<file path="src/rtl/sorted_expiry_timer_queue_assert.svh">
// assertion macros shared by the timer queue modules
`ifndef SORTED_EXPIRY_TIMER_QUEUE_ASSERT_SVH
`define SORTED_EXPIRY_TIMER_QUEUE_ASSERT_SVH

// property that must hold at every edge outside reset
`define SETQ_ASSERT(lbl, prop, msg) \
  lbl: assert property (@(posedge clk) disable iff (rst) (prop)) else $error(msg);

// condition that must never be seen outside reset
`define SETQ_NEVER(lbl, cond, msg) \
  lbl: assert property (@(posedge clk) disable iff (rst) !(cond)) else $error(msg);

`endif

</file>
<file path="src/rtl/setq_pkg.sv">
`timescale 1ns / 1ps

package setq_pkg;

  // default sizes
  localparam int CAPACITY_DEF  = 16;
  localparam int ID_BITS_DEF   = 8;
  localparam int TIME_BITS_DEF = 32;

  // fixed field widths
  localparam int KIND_W   = 2;
  localparam int IN_ID_W  = 8;
  localparam int IN_TIME_W = 32;
  localparam int STATUS_W = 3;
  localparam int OCC_W    = 5;

  // most timers expired by one tick
  localparam int MAX_OUT   = 16;
  localparam int MAX_OUT_W = $clog2(MAX_OUT + 1);

  typedef enum logic [KIND_W-1:0] {
    KIND_ADD    = 2'd0,
    KIND_ADJUST = 2'd1,
    KIND_DELETE = 2'd2,
    KIND_TICK   = 2'd3
  } kind_t;

  typedef enum logic [STATUS_W-1:0] {
    STATUS_DONE            = 3'd0,
    STATUS_EXPIRED         = 3'd1,
    STATUS_FULL            = 3'd2,
    STATUS_NOT_FOUND       = 3'd3,
    STATUS_DUPLICATE       = 3'd4,
    STATUS_NOTHING_EXPIRED = 3'd5
  } status_t;

  typedef enum logic [1:0] {
    S_IDLE   = 2'd0,
    S_APPLY  = 2'd1,
    S_INSERT = 2'd2,
    S_TICK   = 2'd3
  } state_t;

  // operation broadcast to every cell
  typedef enum logic [1:0] {
    CELL_HOLD   = 2'd0,
    CELL_MATCH  = 2'd1,
    CELL_INSERT = 2'd2,
    CELL_REMOVE = 2'd3
  } cell_op_t;

  // command from the controller to the chain
  typedef struct packed {
    cell_op_t op;
    logic     pop;
  } chain_cmd_t;

  // per-cell control built by the chain
  typedef struct packed {
    cell_op_t op;
    logic     occ;
    logic     at_end;
    logic     rm;
  } cell_ctl_t;

endpackage

</file>
<file path="src/rtl/sorted_expiry_timer_queue.sv">
`timescale 1ns / 1ps
`include "sorted_expiry_timer_queue_assert.svh"

// Sorted timer list built as a chain of cells, each holding one timer (id and
// expiry) in ascending expiry order; no clearing pass after reset. An item is
// accepted in the idle state, where its id lookup starts, and applied in the
// apply state once the output is free; adjust removes and then reinserts in
// the insert state, and a tick pops one expired timer per result beat (at most
// 16 per tick). Each chain shift moves every entry by one cell. Results sit in
// an output register, so a new item can be taken while the last result waits;
// a stalled output holds each result step until the beat is taken.
module sorted_expiry_timer_queue #(
  parameter int CAPACITY  = setq_pkg::CAPACITY_DEF,
  parameter int ID_BITS   = setq_pkg::ID_BITS_DEF,
  parameter int TIME_BITS = setq_pkg::TIME_BITS_DEF
) (
  input  logic                            clk,
  input  logic                            rst,
  input  logic                            in_valid,
  output logic                            in_ready,
  input  logic [setq_pkg::KIND_W-1:0]     kind,
  input  logic [setq_pkg::IN_ID_W-1:0]    timer_id,
  input  logic [setq_pkg::IN_TIME_W-1:0]  time_value,
  output logic                            out_valid,
  input  logic                            out_ready,
  output logic [setq_pkg::STATUS_W-1:0]   status,
  output logic [setq_pkg::IN_ID_W-1:0]    result_id,
  output logic                            last,
  output logic [setq_pkg::OCC_W-1:0]      occupancy
);

  localparam int CW     = $clog2(CAPACITY + 1);
  localparam int ID_IN  = (ID_BITS < setq_pkg::IN_ID_W) ? ID_BITS : setq_pkg::IN_ID_W;
  localparam int T_IN   = (TIME_BITS < setq_pkg::IN_TIME_W) ? TIME_BITS
                                                           : setq_pkg::IN_TIME_W;
  localparam int NW     = setq_pkg::MAX_OUT_W;

  setq_pkg::state_t      state, state_next;
  setq_pkg::kind_t       kind_q;
  logic [ID_BITS-1:0]    id_q;
  logic [TIME_BITS-1:0]  tv_q;
  logic [CW-1:0]         count, count_next;
  logic [NW-1:0]         tick_n, tick_n_next;

  logic [ID_BITS-1:0]    in_id_m;
  logic [TIME_BITS-1:0]  in_tv_m;
  logic                  in_take;
  logic                  out_free;

  setq_pkg::chain_cmd_t  cmd;
  logic [ID_BITS-1:0]    cmd_id;
  logic                  found;
  logic [ID_BITS-1:0]    head_id;
  logic [TIME_BITS-1:0]  head_exp;
  logic [TIME_BITS-1:0]  next_exp;
  logic                  due;
  logic                  pop_last;

  logic                    load_out;
  setq_pkg::status_t       res_status;
  logic [ID_BITS-1:0]      res_id;
  logic                    res_last;

  // input fields reduced to the stored widths
  assign in_id_m  = ID_BITS'(timer_id[ID_IN-1:0]);
  assign in_tv_m  = TIME_BITS'(time_value[T_IN-1:0]);
  assign in_take  = in_valid && in_ready;
  assign out_free = !out_valid || out_ready;

  // expiry tests at the head of the list
  assign due      = (count != '0) && (head_exp <= tv_q);
  assign pop_last = !((count > CW'(1)) && (tick_n < NW'(setq_pkg::MAX_OUT - 1))
                      && (next_exp <= tv_q));

  setq_chain #(
    .CAPACITY  (CAPACITY),
    .ID_BITS   (ID_BITS),
    .TIME_BITS (TIME_BITS)
  ) u_chain (
    .clk      (clk),
    .rst      (rst),
    .cmd      (cmd),
    .count    (count),
    .new_id   (cmd_id),
    .new_exp  (tv_q),
    .found    (found),
    .head_id  (head_id),
    .head_exp (head_exp),
    .next_exp (next_exp)
  );

  // next state
  always_comb begin
    state_next = state;
    case (state)
      setq_pkg::S_IDLE: begin
        if (in_valid) state_next = setq_pkg::S_APPLY;
      end
      setq_pkg::S_APPLY: begin
        if (out_free) begin
          case (kind_q)
            setq_pkg::KIND_ADJUST: state_next = found ? setq_pkg::S_INSERT
                                                      : setq_pkg::S_IDLE;
            setq_pkg::KIND_TICK:   state_next = setq_pkg::S_TICK;
            default:               state_next = setq_pkg::S_IDLE;
          endcase
        end
      end
      setq_pkg::S_INSERT: begin
        if (out_free) state_next = setq_pkg::S_IDLE;
      end
      setq_pkg::S_TICK: begin
        if (out_free && (!due || pop_last)) state_next = setq_pkg::S_IDLE;
      end
      default: state_next = setq_pkg::S_IDLE;
    endcase
  end

  // chain commands and result beats
  always_comb begin
    in_ready    = 1'b0;
    cmd.op      = setq_pkg::CELL_HOLD;
    cmd.pop     = 1'b0;
    cmd_id      = id_q;
    count_next  = count;
    tick_n_next = tick_n;
    load_out    = 1'b0;
    res_status  = setq_pkg::STATUS_DONE;
    res_id      = id_q;
    res_last    = 1'b1;
    case (state)
      setq_pkg::S_IDLE: begin
        in_ready    = 1'b1;
        cmd_id      = in_id_m;
        tick_n_next = '0;
        if (in_valid) cmd.op = setq_pkg::CELL_MATCH;
      end
      setq_pkg::S_APPLY: begin
        if (out_free) begin
          case (kind_q)
            setq_pkg::KIND_ADD: begin
              load_out = 1'b1;
              if (found) begin
                res_status = setq_pkg::STATUS_DUPLICATE;
              end else if (count == CW'(CAPACITY)) begin
                res_status = setq_pkg::STATUS_FULL;
              end else begin
                cmd.op     = setq_pkg::CELL_INSERT;
                count_next = count + CW'(1);
              end
            end
            setq_pkg::KIND_ADJUST, setq_pkg::KIND_DELETE: begin
              if (!found) begin
                load_out   = 1'b1;
                res_status = setq_pkg::STATUS_NOT_FOUND;
              end else begin
                cmd.op     = setq_pkg::CELL_REMOVE;
                count_next = count - CW'(1);
                load_out   = (kind_q == setq_pkg::KIND_DELETE);
              end
            end
            default: begin
            end
          endcase
        end
      end
      setq_pkg::S_INSERT: begin
        if (out_free) begin
          cmd.op     = setq_pkg::CELL_INSERT;
          count_next = count + CW'(1);
          load_out   = 1'b1;
        end
      end
      setq_pkg::S_TICK: begin
        if (out_free) begin
          load_out = 1'b1;
          if (due) begin
            cmd.op      = setq_pkg::CELL_REMOVE;
            cmd.pop     = 1'b1;
            count_next  = count - CW'(1);
            tick_n_next = tick_n + NW'(1);
            res_status  = setq_pkg::STATUS_EXPIRED;
            res_id      = head_id;
            res_last    = pop_last;
          end else begin
            res_status = setq_pkg::STATUS_NOTHING_EXPIRED;
            res_id     = '0;
          end
        end
      end
      default: begin
      end
    endcase
  end

  // control registers
  always_ff @(posedge clk) begin
    if (rst) begin
      state     <= setq_pkg::S_IDLE;
      count     <= '0;
      tick_n    <= '0;
      out_valid <= 1'b0;
    end else begin
      state  <= state_next;
      count  <= count_next;
      tick_n <= tick_n_next;
      if (load_out) begin
        out_valid <= 1'b1;
      end else if (out_ready) begin
        out_valid <= 1'b0;
      end
    end
  end

  // captured item and result register
  always_ff @(posedge clk) begin
    if (in_take) begin
      kind_q <= setq_pkg::kind_t'(kind);
      id_q   <= in_id_m;
      tv_q   <= in_tv_m;
    end
    if (load_out) begin
      status    <= res_status;
      result_id <= setq_pkg::IN_ID_W'(res_id);
      last      <= res_last;
      occupancy <= setq_pkg::OCC_W'(count_next);
    end
  end

  // checks
  `SETQ_ASSERT(a_count_range, count <= CW'(CAPACITY), "held count above capacity")
  `SETQ_NEVER(a_insert_full, cmd.op == setq_pkg::CELL_INSERT && count == CW'(CAPACITY),
              "insert into a full list")
  `SETQ_ASSERT(a_insert_after_apply, state == setq_pkg::S_INSERT |->
               ($past(state) == setq_pkg::S_APPLY || $past(state) == setq_pkg::S_INSERT),
               "reinsert state entered without an adjust")
  `SETQ_ASSERT(a_last_ends_item, load_out && res_last |=> state == setq_pkg::S_IDLE,
               "final beat issued but item still in progress")
  `SETQ_ASSERT(a_tick_limit, tick_n <= NW'(setq_pkg::MAX_OUT), "tick expired too many timers")

endmodule

</file>
<file path="src/rtl/setq_cell.sv">
`timescale 1ns / 1ps

module setq_cell #(
  parameter int ID_BITS   = setq_pkg::ID_BITS_DEF,
  parameter int TIME_BITS = setq_pkg::TIME_BITS_DEF
) (
  input  logic                  clk,
  input  logic                  rst,
  input  setq_pkg::cell_ctl_t   ctl,
  input  logic [ID_BITS-1:0]    new_id,
  input  logic [TIME_BITS-1:0]  new_exp,
  input  logic [ID_BITS-1:0]    left_id,
  input  logic [TIME_BITS-1:0]  left_exp,
  input  logic                  left_r,
  input  logic [ID_BITS-1:0]    right_id,
  input  logic [TIME_BITS-1:0]  right_exp,
  output logic [ID_BITS-1:0]    slot_id,
  output logic [TIME_BITS-1:0]  slot_expiry,
  output logic                  r,
  output logic                  match
);

  // this cell sits at or behind the insert point
  always_comb begin
    r = (ctl.occ && (slot_expiry > new_exp)) || ctl.at_end;
  end

  // id compare, kept until the next lookup
  always_ff @(posedge clk) begin
    if (rst) begin
      match <= 1'b0;
    end else if (ctl.op == setq_pkg::CELL_MATCH) begin
      match <= ctl.occ && (slot_id == new_id);
    end
  end

  // entry moves: shift right on insert, shift left on remove
  always_ff @(posedge clk) begin
    case (ctl.op)
      setq_pkg::CELL_INSERT: begin
        if (r && left_r) begin
          slot_id     <= left_id;
          slot_expiry <= left_exp;
        end else if (r) begin
          slot_id     <= new_id;
          slot_expiry <= new_exp;
        end
      end
      setq_pkg::CELL_REMOVE: begin
        if (ctl.rm) begin
          slot_id     <= right_id;
          slot_expiry <= right_exp;
        end
      end
      default: begin
      end
    endcase
  end

endmodule

</file>
<file path="src/rtl/setq_chain.sv">
`timescale 1ns / 1ps
`include "sorted_expiry_timer_queue_assert.svh"

module setq_chain #(
  parameter int CAPACITY  = setq_pkg::CAPACITY_DEF,
  parameter int ID_BITS   = setq_pkg::ID_BITS_DEF,
  parameter int TIME_BITS = setq_pkg::TIME_BITS_DEF,
  localparam int CW       = $clog2(CAPACITY + 1)
) (
  input  logic                  clk,
  input  logic                  rst,
  input  setq_pkg::chain_cmd_t  cmd,
  input  logic [CW-1:0]         count,
  input  logic [ID_BITS-1:0]    new_id,
  input  logic [TIME_BITS-1:0]  new_exp,
  output logic                  found,
  output logic [ID_BITS-1:0]    head_id,
  output logic [TIME_BITS-1:0]  head_exp,
  output logic [TIME_BITS-1:0]  next_exp
);

  logic [ID_BITS-1:0]   id_a  [CAPACITY];
  logic [TIME_BITS-1:0] exp_a [CAPACITY];
  logic [CAPACITY-1:0]  r_a;
  logic [CAPACITY-1:0]  match_a;
  logic [CAPACITY-1:0]  occ_a;
  logic [CAPACITY-1:0]  rm_mask;

  // ids are unique, so the match is one-hot: mark it and every cell behind it, or every cell on a pop
  always_comb begin
    found = |match_a;
    if (cmd.pop) begin
      rm_mask = '1;
    end else begin
      rm_mask = ~(match_a - CAPACITY'(1));
    end
  end

  for (genvar i = 0; i < CAPACITY; i++) begin : g_cell
    setq_pkg::cell_ctl_t  ctl;
    logic [ID_BITS-1:0]   l_id;
    logic [TIME_BITS-1:0] l_exp;
    logic                 l_r;
    logic [ID_BITS-1:0]   rt_id;
    logic [TIME_BITS-1:0] rt_exp;

    // local control for this cell
    assign ctl.op     = cmd.op;
    assign ctl.occ    = count > CW'(i);
    assign ctl.at_end = count == CW'(i);
    assign ctl.rm     = rm_mask[i];
    assign occ_a[i]   = ctl.occ;

    // neighbor links, open at both ends
    if (i == 0) begin : g_first
      assign l_id  = '0;
      assign l_exp = '0;
      assign l_r   = 1'b0;
    end else begin : g_left
      assign l_id  = id_a[i-1];
      assign l_exp = exp_a[i-1];
      assign l_r   = r_a[i-1];
    end
    if (i == CAPACITY - 1) begin : g_last
      assign rt_id  = '0;
      assign rt_exp = '0;
    end else begin : g_right
      assign rt_id  = id_a[i+1];
      assign rt_exp = exp_a[i+1];
    end

    setq_cell #(
      .ID_BITS   (ID_BITS),
      .TIME_BITS (TIME_BITS)
    ) u_cell (
      .clk         (clk),
      .rst         (rst),
      .ctl         (ctl),
      .new_id      (new_id),
      .new_exp     (new_exp),
      .left_id     (l_id),
      .left_exp    (l_exp),
      .left_r      (l_r),
      .right_id    (rt_id),
      .right_exp   (rt_exp),
      .slot_id     (id_a[i]),
      .slot_expiry (exp_a[i]),
      .r           (r_a[i]),
      .match       (match_a[i])
    );
  end

  // head of the sorted list
  assign head_id  = id_a[0];
  assign head_exp = exp_a[0];
  assign next_exp = exp_a[1];

  // checks
  `SETQ_ASSERT(a_match_onehot, $onehot0(match_a), "more than one cell matched an id")
  `SETQ_ASSERT(a_match_held, (cmd.op == setq_pkg::CELL_REMOVE && !cmd.pop) |->
               (found && ((match_a & ~occ_a) == '0)), "match flag out of place")
  `SETQ_NEVER(a_pop_empty, cmd.pop && cmd.op == setq_pkg::CELL_REMOVE && count == '0,
              "pop from an empty list")

endmodule

</file>
<file path="config.mk">
export PLATFORM = sky130hd
export DESIGN_NAME = sorted_expiry_timer_queue
export DESIGN_NICKNAME = d
export VERILOG_FILES = /design/src/rtl/setq_pkg.sv /design/src/rtl/sorted_expiry_timer_queue.sv /design/src/rtl/setq_cell.sv /design/src/rtl/setq_chain.sv
export VERILOG_INCLUDE_DIRS = /design/src /design/src/rtl
export SDC_FILE = /design/constraint.sdc
export NUM_CORES = 2
export LEC_CHECK = 0
export BUFFER_PORTS_ARGS = -buffer_cell sky130_fd_sc_hd__buf_2
export CAP_MARGIN = 40
export CORE_ASPECT_RATIO = 0.7
export CORE_MARGIN = 2
export CORE_UTILIZATION = 45
export DETAILED_ROUTE_END_ITERATION = 8
export HOLD_SLACK_MARGIN = 0.06
export PLACE_DENSITY = 0.6
export SLEW_MARGIN = 0
export SYNTH_ARGS = -nofsm -noshare
export SYNTH_HDL_FRONTEND = slang
export SYNTH_SLANG_ARGS = --single-unit
export TNS_END_PERCENT = 100
</file>
<file path="constraint.sdc">
create_clock -name clk -period 12 [get_ports clk]
set_clock_uncertainty 0.05 [all_clocks]
set_input_delay 1.2 -clock clk [delete_from_list [all_inputs] [get_ports clk]]
set_output_delay 1.2 -clock clk [all_outputs]
set_load 0.05 [all_outputs]
</file>
**Word-level counts from Yosys, hierarchy flattened**

Cells that the tools add are included.

- Register bits after elaboration: 728
- Input port bits: 46
- Output and inout bits: 19
- Word-level logic and storage cells: 457

- $add $sub $neg: 4
- $lt $le $gt $ge: 35
- Equal/unequal tests: 79
- Muxes and demuxes: 177
- Bitwise logic cells: 1
- Reduce and logical (&&, ||, !) cells: 102

Operators by type and width:

| operator | count |
|---|---|
| two-way mux 32 bit | 47 |
| case mux 32 bit (2 select lines) | 16 |
| > comparator 32 bit | 16 |
| two-way mux 8 bit | 51 |
| case mux 8 bit (2 select lines) | 16 |
| == test 8 bit | 16 |
| less-or-equal comparator 32 bit | 2 |
| AND reduction 3 bit | 18 |
| logical AND 1 bit | 52 |
| two-way mux 5 bit | 9 |
| != test 3 bit (second input constant) | 15 |
| == test 5 x 4 -> 1 bit (second input constant) | 8 |
| > comparator 5 x 4 -> 1 bit (second input constant) | 8 |
| != test 2 x 1 -> 1 bit (second input constant) | 16 |
| two-way mux 2 bit | 12 |
| == test 5 x 3 -> 1 bit (second input constant) | 4 |
| > comparator 5 x 3 -> 1 bit (second input constant) | 4 |
| case mux 5 bit (2 select lines) | 2 |
| logical OR 1 bit | 18 |
| two-way mux 3 bit | 6 |
| two-way mux 16 bit | 1 |
| NOT 16 bit | 1 |
| case mux 2 bit (4 select lines) | 2 |
| OR reduction 16 bit | 1 |
| other kinds (24) | 57 |

**Logic depth before layout (Yosys ltp)**

- Depth in word-level cells: 9
- Gate-level depth with buffers: 15
- Mapped depth without buffers: 10

**By module**

A second synthesis with hierarchy kept.

- Cell total of the unflattened synthesis: 5565
- Area, all modules: 55557.0 µm²

By module, submodules not included:

| module | instances | cells each | area an instance (µm²) |
|---|---|---|---|
| setq_cell at u_chain.g_cell[0].u_cell ... | 15 | 309 | 3125.5 |
| sorted_expiry_timer_queue | 1 | 500 | 4864.7 |
| setq_cell at u_chain.g_cell[2].u_cell | 1 | 309 | 3100.5 |
| setq_chain | 1 | 121 | 709.4 |

**Worst setup path after synthesis**

Ideal clock, no wire load.

- Kind: input port to flip-flop
- From: in out_ready
- To: reg u_chain.g_cell[14].u_cell.slot_expiry[0], enable pin
- Arrival time: 5.231 ns
- Required time: 11.452 ns
- Setup slack: 6.222 ns
- Cell stages on the path: 6
- Buffers on the path: 2
- Cell sequence: nand2b_1 > and3_1 > clkbuf_1 > a31oi_1 > clkbuf_1 > o31ai_1

- Cells in the longest elaborated chain, start to end: 6

Ends and longest elaborated chain:

| element | line | source |
|---|---|---|
| start: declaration | sorted_expiry_timer_queue.sv:25 | `input logic out_ready,` |
| logical OR 1 bit * | sorted_expiry_timer_queue.sv:68 | `assign out_free = !out_valid \|\| out_ready;` |
| two-way mux 3 bit, or another cell as far along | sorted_expiry_timer_queue.sv:175 | `if (out_free) begin` |
| case mux 2 bit (4 select lines) or two-way mux 1 bit (tied branches) | sorted_expiry_timer_queue.sv:131 | `case (state)` |
| == test 2 bit or two-way mux 16 bit (tied branches) | setq_cell.sv:39, setq_chain.sv:32 |  |
| != test 3 bit (no line), or another cell as far along | n/a |  |
| AND reduction 3 bit (no line) * | n/a |  |
| end signal: assignment | setq_cell.sv:43 | `slot_expiry <= left_exp;` |
| end signal: assignment | setq_cell.sv:46 | `slot_expiry <= new_exp;` |
| end signal: assignment | setq_cell.sv:52 | `slot_expiry <= right_exp;` |
| end: declaration | setq_cell.sv:18 | `output logic [TIME_BITS-1:0] slot_expiry,` |

Mark *: on every way between the ends. The rest lies on a longest branch, timed or not.
A chain may end at the register's enable or synchronous reset.

**Worst setup path after layout**

- From: reg tv_q[31]
- To: reg u_chain.g_cell[13].u_cell.slot_expiry[23], data pin

- Cells in the longest elaborated chain, start to end: 7

Ends and longest elaborated chain:

| element | line | source |
|---|---|---|
| start: declaration | sorted_expiry_timer_queue.sv:41 | `logic [TIME_BITS-1:0] tv_q;` |
| start signal: assignment | sorted_expiry_timer_queue.sv:220 | `tv_q <= in_tv_m;` |
| less-or-equal comparator 32 bit | sorted_expiry_timer_queue.sv:71 | `assign due = (count != '0) && (head_exp <= tv_q);` |
| logical AND 1 bit | sorted_expiry_timer_queue.sv:71 |  |
| two-way mux 3 bit | sorted_expiry_timer_queue.sv:177 | `if (due) begin` |
| two-way mux 3 bit | sorted_expiry_timer_queue.sv:175 |  |
| case mux 2 bit (4 select lines) | sorted_expiry_timer_queue.sv:131 |  |
| == test 2 bit | setq_cell.sv:39 | `case (ctl.op)` |
| case mux 32 bit (2 select lines) * | setq_cell.sv:39 |  |
| end signal: assignment | setq_cell.sv:43 |  |
| end signal: assignment | setq_cell.sv:46 |  |
| end signal: assignment | setq_cell.sv:52 |  |
| end: declaration | setq_cell.sv:18 |  |

Marks and branches as above.

==> results.json <==
{
  "post-route-min-period_ps": 6580,
  "path_cells": "inv_1 > ha_1 > nand4_1 > nor3_1 > nand4_1 > a41oi_1 > o221ai_1 > nor2_4 > buf_4 > mux2i_1 > o21ai_0",
  "finish.net_count": 5329,
  "tightest_slew_ps": 1030,
  "status": "completed",
  "hp-class": "register to register",
  "synth_ff_type": "edfxtp_1",
  "ys_top_cells_by_area": "edfxtp_1 (43%), ha_1 (13%), mux2i_1 (12%)",
  "num_rows": 101,
  "clock_latency_ps": 700,
  "pwr_density_cell_nw_per_um2": 134,
  "crit_family": "simple AND/OR/NAND/NOR gates",
  "syn_nets": 5330,
  "drv_slew": 0,
  "io_pins": 65,
  "required_ps": 12370,
  "fillCellCount": 9841,
  "root_buffer": "clkbuf_16",
  "numClockSinks": 728,
  "route.vias.total": 40800,
  "grt_setup_unrepaired": "false",
  "setup_viol": 0,
  "cp_max_fo": 22,
  "async_flop_share_pct": 0,
  "ys_seq_elements": 728,
  "grt_max_degree": 219,
  "multi_input_area_um2": 26300,
  "maxCapViolations": 0,
  "drive_gt1_share_pct": 7.97,
  "grt_pass1_wl_mm": 274,
  "cp_common_cell": "nand4_1",
  "clk_path_buf_depth": 3,
  "fmax_ghz": 0.152,
  "first_iter_violations": 6147,
  "htree_levels": 3,
  "yosys_warnings": 0,
  "crit_buf_inv": 2,
  "synth.cells.most_frequent": "edfxtp_1 (699), nand2_1 (683), mux2i_1 (565), o21ai_0 (563), ha_1 (523)",
  "post_cts_buffers": 0,
  "cts.clk_slew.worst_paths_ps": 70,
  "syn_inst": 4761,
  "place_inst": 6118,
  "io_buffer_count": 64,
  "grt_use_total_pct": 33.8,
  "syn2layout_area_growth_pct": 10.6,
  "max-vdd-ir-drop_mv": 0.105,
  "core_um2": 108000,
  "worst_hold_slack_ps": 416,
  "cts_tree": "yes",
  "die_w_um": 399,
  "gp_congestion": 1.03,
  "ys_seq_area_share_pct": 43.9,
  "worstSetupPathType": "register to register",
  "tns_ps": 0,
  "yosys.area.top_type": "edfxtp_1",
  "regArea_um2": 21600,
  "wirelength_mm": 191,
  "arrival_ps": 6940,
  "synth_top_area_share_pct": 42.7,
  "power.leakage_uw": 0.0183,
  "cp_slowest_cell": "nor3_1",
  "critPathMaxStageDelay_ps": 820,
  "dieArea_um2": 112000,
  "hold_viol_final": 0,
  "ys_types": 76,
  "worst-r2r-setup-slack_ps": 5420,
  "cts_hold_buf": 0,
  "die_h_um": 280,
  "synth_edf_count": 699,
  "overflow": 0,
  "grt_pass1_vias": 37400,
  "post-route-drc-count": 0,
  "initial_core_util_pct": 45.3,
  "critPathCaptureType": "register",
  "syn_area_per_cell_um2": 10.3,
  "instances_no_fill": 6264,
  "numCtsBuffers": 80,
  "drt_pass1_iterations": 6,
  "cts_resized": 0,
  "maxSlewHeadroom_pct": 30.9,
  "wl_per_cell_um": 30.6,
  "vias_per_cell": 6.51,
  "finalCritPeriodShare_pct": 54.8,
  "dp_hpwl_mm": 137,
  "start_kind": "register",
  "synthesis.area_um2": 49100,
  "antenna_found_initial": 9,
  "synth.most_common_cell": "edfxtp_1",
  "ant_nets": 0
}
-- final timing paths --
kind              cells past startpoint                                                  end                                         from
setup / recovery                     11  u_chain.g_cell[13].u_cell.slot_expiry[23]$_DFFE_PP_                           tv_q[31]$_DFFE_PP_
hold / removal                        2          u_chain.g_cell[0].u_cell.match$_SDFFE_PP0N_  u_chain.g_cell[0].u_cell.match$_SDFFE_PP0N_
setup reg to reg                     11  u_chain.g_cell[13].u_cell.slot_expiry[23]$_DFFE_PP_                           tv_q[31]$_DFFE_PP_
hold reg to reg                       2          u_chain.g_cell[0].u_cell.match$_SDFFE_PP0N_  u_chain.g_cell[0].u_cell.match$_SDFFE_PP0N_
-- area by class of cell --
type / instances / area share [%]
diodes: 2 / 0.00921
clock buffers: 96 / 3.89
clock inverters: 46 / 0.811
inverters: 79 / 0.546
multi-input cells: 3666 / 48.4
flip-flops and latches: 728 / 39.7
well taps: 1442 / 3.32
repair buffers: 205 / 3.26
-- power by group --
part	total (uW)	internal (uW)	switching, uW
Clock	2560	1410	1150
Sequential	3040	2940	98.3
Combinational	1650	587	1070
Total	7250	4940	2310
-- registers in the layout, indices dropped and copies added (netlist names), 3 cells and up --
| register | cells |
|---|---|
| u_chain.g_cell.u_cell.slot_expiry | 512 |
| u_chain.g_cell.u_cell.slot_id | 128 |
| tv_q | 32 |
| u_chain.g_cell.u_cell.match | 16 |
| id_q | 8 |
| result_id | 8 |
| count | 5 |
| occupancy | 5 |
| tick_n | 5 |
| status | 3 |
-- worst reg2reg max path, stage by stage, from the launching register on --
cell and delay (ps):
edfxtp_1 710, inv_1 520, ha_1 510, nand4_1 260, nor3_1 820, nand4_1 540, a41oi_1 520, o221ai_1 390
nor2_4 820, buf_4 730, mux2i_1 360, o21ai_0 100
-- cell usage in the layout, fill, tap and decap left out, drive strengths merged, types with 7 or more instances in the layout --
master / Yosys / final
o21a: 11 / 11
a21oi: 238 / 238
a2111oi: 8 / 8
a2bb2oi: 8 / 8
nand3: 95 / 95
clkbuf: 191 / 96
nor2b: 20 / 20
a31oi: 18 / 18
dfxtp: 29 / 29
a21o: 39 / 39
nand2b: 7 / 7
o211ai: 25 / 25
inv: 76 / 81
bufinv: 0 / 7
a22o: 8 / 8
edfxtp: 699 / 699
a211o: 18 / 18
a211oi: 29 / 29
o221ai: 15 / 15
xnor2: 137 / 137
mux2i: 569 / 569
or4: 7 / 7
and3: 19 / 19
clkinv: 3 / 37
nor2: 136 / 136
nor3: 58 / 58
and4: 8 / 8
nand4: 124 / 124
and2: 11 / 11
buf: 97 / 205
o31ai: 48 / 48
nor4: 37 / 37
a221oi: 8 / 8
o21ai: 664 / 664
nand2: 683 / 683
mux2: 9 / 9
ha: 523 / 523
-- per-layer routing --
layer	wire, um	vias up	share of wire [%]	track usage (%)
li1	-	18000	-	-
met1	86000	20100	45	51.9
met2	74500	2398	39	44.8
met3	25100	311	13	10.1
met4	5870	4	3.1	9.98
met5	32	-	0.017	0
-- cells by family (layout without fill, tap and decap cells) --
family / count (synthesis) / count (layout) / synth area share (%)
AOI/OAI and AO/OA: 1199 / 1199 / 14.0
buffers and inverters: 367 / 426 / 3.19
xor gates and xnor gates: 143 / 143 / 2.55
muxes: 578 / 578 / 11.8
and+or+nand+nor: 1223 / 1223 / 11.1
DFF: 728 / 728 / 43.9
other: 0 / 2 / 0
adders and majority gates: 523 / 523 / 13.3
-- metrics by stage --
step                      util [%]  power (uW)  area [um^2]  setup slack (ps)
after floorplan                  -        4090        49100              6220
after global placement        47.2        4640        51100              5390
after detailed placement      47.8        4690        51700              5680
after CTS                     50.1        7210        54300              5630
after global routing          50.1        7490        54300              5280
final                         50.1        7250        54300              5420
Note: power is estimated with default switching activity, not from simulation.
